## config.mk

```make
export PLATFORM = sky130hd
export DESIGN_NAME = kmht_ram
export DESIGN_NICKNAME = d
export VERILOG_FILES = /design/src/kmht_ram.sv
export SDC_FILE = /design/constraint.sdc
export NUM_CORES = 1
export LEC_CHECK = 0
export BUFFER_PORTS_ARGS = -buffer_cell sky130_fd_sc_hd__buf_2
export CAP_MARGIN = 10
export CORE_ASPECT_RATIO = 1.25
export CORE_MARGIN = 2
export CORE_UTILIZATION = 35
export CTS_CLUSTER_DIAMETER = 100
export DETAILED_ROUTE_END_ITERATION = 8
export GPL_ROUTABILITY_DRIVEN = 0
export PLACE_DENSITY = 0.5
export SYNTH_ARGS = -nofsm -noshare
export SYNTH_HDL_FRONTEND = slang
export SYNTH_SLANG_ARGS = --single-unit
export TNS_END_PERCENT = 100
```

## constraint.sdc

```tcl
create_clock -name clk -period 2.5 [get_ports clk]
set_input_delay 0.625 -clock clk [delete_from_list [all_inputs] [get_ports clk]]
set_output_delay 0.625 -clock clk [all_outputs]
set_load 0.1 [all_outputs]
```

## src/kmht_ram.sv

```systemverilog
// Simple dual-port synchronous RAM with one write port and one registered read port.
// Generic; used by the keyed max height table for its entry store.
module kmht_ram #(
  parameter int WIDTH = 8,
  parameter int DEPTH = 16
) (
  input  logic                                       clk,
  input  logic                                       we,
  input  logic [((DEPTH > 1) ? $clog2(DEPTH) : 1)-1:0] waddr,
  input  logic [WIDTH-1:0]                           wdata,
  input  logic [((DEPTH > 1) ? $clog2(DEPTH) : 1)-1:0] raddr,
  output logic [WIDTH-1:0]                           rdata
);

  logic [WIDTH-1:0] mem [DEPTH];

  always_ff @(posedge clk) begin
    if (we) begin
      mem[waddr] <= wdata;
    end
    rdata <= mem[raddr];
  end

endmodule

```

### Word-level counts from Yosys, hierarchy flattened

Memory sizes are Yosys's and may differ from the RTL's. A register that Yosys moved wholly into a read port is not among the register bits.
Cells that the tools add are included.

| word-level totals | value |
|---|---|
| memories kept | 1 |
| memory bits (writable) | 128 |
| register bits | 0 |
| output and inout port bits | 8 |

| cells by class | value |
|---|---|
| muxes and demuxes | 2 |

Memories:

| name | depth | width | rd ports | clocked after Yosys merged registers in | wr ports | RTL line | text |
|---|---|---|---|---|---|---|---|
| mem | 16 | 8 | 1 | 1 | 1 | 15 | `logic [WIDTH-1:0] mem [DEPTH];` |

Operator list:

| kind | count |
|---|---|
| $mux 1 | 2 |

### Logic depth before layout (Yosys ltp)

| logic depth | value |
|---|---|
| depth in word-level cells | 2 |
| depth in mapped cells | 5 |

### Worst setup path before layout

No wires, ideal clock.

| path | value |
|---|---|
| path type | input to register |
| from | in waddr[2] in the netlist's numbering |
| to | mem mem[0][0] (enable) |
| path slack | 0.382 ns |
| stages | 2 |
| required time | 2.117 ns |
| setup time | 0.383 ns |
| arrival time | 1.735 ns |
| buffers on the path | 0 |
| cells stage by stage | or3b_2 > nor3_1 |

RTL lines:

| item | RTL line | text |
|---|---|---|
| from (decl) | 9 | `input logic [((DEPTH > 1) ? $clog2(DEPTH) : 1)-1:0] waddr,` |
| to (decl) | 15 |  |

Straight into the memory's write port.

### Worst setup path in the final report

| path | value |
|---|---|
| from | reg rdata[7], read port of mem |
| to | out rdata[7] |

RTL lines:

| item | RTL line | text |
|---|---|---|
| from (decl) | 12 | `output logic [WIDTH-1:0] rdata` |

No word-level cell between the ends.

==> results.ini <==
[run_status]
status=finished, final reports clean

[final_layout]
seq_area_mm2=0.00400
final_area_mm2=0.00626
final_nets=307
drive_gt1_frac=0.334
syn2layout_area_growth_pct=21.5
antenna_cells=0
final_common_cell=edfxtp_1
multi_input_area_mm2=0.00106
most-common-layout-cells=128 x edfxtp_1, 25 x buf_2, 24 x buf_4
n_fill_cell=1227

[sta]
tightest_slew_ns=0.497
hold_viol=0
slew_viol_final=0
max_slew_margin=0.671
period_minus_slack_ns=1.87
clock_skew_ns=0.00544
setup_tns_ns=0
fin_crit_sh=0.746
setup_viol=0
rsz0062_at_grt=no
fmax_ghz=0.536
whs_ns=0.603

[worst_setup_path]
critPathArrivalTime_ns=1.24
cp-end-kind=output pin
path_buf_inv=1
rrSetupSlack_ns=1.20
max_stage_delay_ns=0.46
path_cells=buf_2
cp_top_family=buffers and inverters
reg2reg_depth=3
critical_path.max_fanout=1
cp_slowest_cell=buf_2
cp.depth=1
reg2reg_from=mem[9][4]
worst-endpoint-required_ns=1.88
crit_type=reg -> out
startpoint_type=register
r2r-end=rdata[4]

[placed_design]
io_buffers=25
dpl_cell_area_mm2=0.00563
place_hpwl_um=6980

[grt]
grt_pass1_vias=2680
grt-ovfl-total=0
antenna_found_initial=0
grtUsageTotal=0.149
grt_max_degree=26
grt_pass1_wl_um=16500

[clock_tree]
cts_made_buffers=17
insertion_delay_ns=0.40
cts.path.max_buffers=2
ctsRootBufferMaster=clkbuf_16
htreeDepth=4
clkTransAtPathRegs_ns=0.06
post-cts-setup-buffer-count=0
clkSinkCount=136
cts_resized=0
hold_buffers=0
cts_tree=done

[yosys]
synth_nets=247
synth-seq-cells=136
synth_cells=229
synth_cell_types=19
ys_seq_area_frac=0.778
netlist_area_mm2=0.00515
synth.avg_cell_area_um2=22.5
ys.warnings.count=0

[drt]
drt-initial-drc-count=188
vias_per_cell=5.10
vias=2448
wl_per_cell_um=22.4
drt-total-wl_um=10700
antenna_left=0
firstDrtPassIters=4
drc=0

[min_path]
min_from=wdata[7]
hold_end=mem[5][7]
min_path_type=in -> reg
min_delay_path_depth=1

[pwr]
swShare=0.214
vdd_drop_max_mv=0.447
p_per_area_mw_per_mm2=880
leakagePower_nw=2.13
p_int_mw=4.33
finalPower_mw=5.51
p_seq_frac=0.466
clock_power_share=0.470
p_sw_mw=1.18
p_comb_frac=0.064

[floorplanning]
io_pins=26
die_x_um=112
dieArea_mm2=0.0157
fp-row-count=49
die_y_um=140
coreArea_mm2=0.0144
start_util=0.357

[flow_run]
drv_cap=0

routing by layer:
metal | part of all wire | routed length [um] | vias to the layer above | track usage
met5 | 0 | 0 | - | 0
met4 | 0.014 | 148 | 0 | 0.0533
met3 | 0.047 | 501 | 11 | 0.0361
met2 | 0.51 | 5450 | 73 | 0.233
met1 | 0.43 | 4640 | 1269 | 0.205
li1 | - | - | 1095 | -
cell usage after synthesis:
master           count  share of area
a22oi_1             16          0.023
nand3_1              1        0.00097
nand2b_1             2         0.0024
buf_4                1         0.0015
dfxtp_1              8          0.031
buf_6                3         0.0066
mux4_2              18          0.079
or3b_2               1         0.0017
and2b_1              1         0.0015
nor3_1               4         0.0039
nor2b_1              1         0.0012
and2_1               1         0.0012
buf_2                3         0.0029
nand3b_1             2         0.0029
edfxtp_1           128           0.75
nor2_1              13         0.0095
nand2_1              9         0.0066
mux4_1              14          0.071
clkdlybuf4s25_2      3         0.0058
how the worst max path moves through the flow:
stage / slack, ns / from / endpoint
2_1_floorplan: 0.38 / waddr[2] / mem[0][0]
3_3_place_gp: 0.28 / raddr[0] / rdata[0]
3_5_place_dp: 0.27 / raddr[0] / rdata[5]
4_1_cts: 0.62 / rdata[7] / rdata[7]
5_1_grt: 0.62 / rdata[7] / rdata[7]
6_report: 0.63 / rdata[7] / rdata[7]
registers in the layout, summed over array words and instances, names as in the netlist:
register and cells:
mem 128, rdata 8
layout make-up:
type,count,share of cell area
Sequential cell,136,0.640
Multi-Input combinational cell,83,0.169
Clock buffer,17,0.0680
Timing Repair Buffer,51,0.0552
Tap cell,178,0.0356
Clock inverter,15,0.0322
cells by family after synthesis:
family | count (synthesis) | share of synthesized area
flip-flops | 136 | 0.778
AO/OA/AOI/OAI | 16 | 0.0233
buffers and inverters | 10 | 0.0168
multiplexers | 32 | 0.150
AND/OR/NAND/NOR | 35 | 0.0318
power by group through the flow:
stage,logic [mW],registers [mW],clock network (mW)
after floorplan,0.129,2.72,0
after global placement,0.358,2.61,0
after detailed placement,0.360,2.61,0
after CTS,0.361,2.57,2.62
after global routing,0.378,2.57,2.73
final,0.353,2.56,2.59
through the flow:
step	std cells	util	setup WS, ns
2_1_floorplan	229	-	0.382
3_3_place_gp	448	0.391	0.277
3_5_place_dp	448	0.391	0.269
4_1_cts	480	0.434	0.618
5_1_grt	480	0.434	0.616
6_report	480	0.434	0.634
Power figures use the tool's default switching activity.
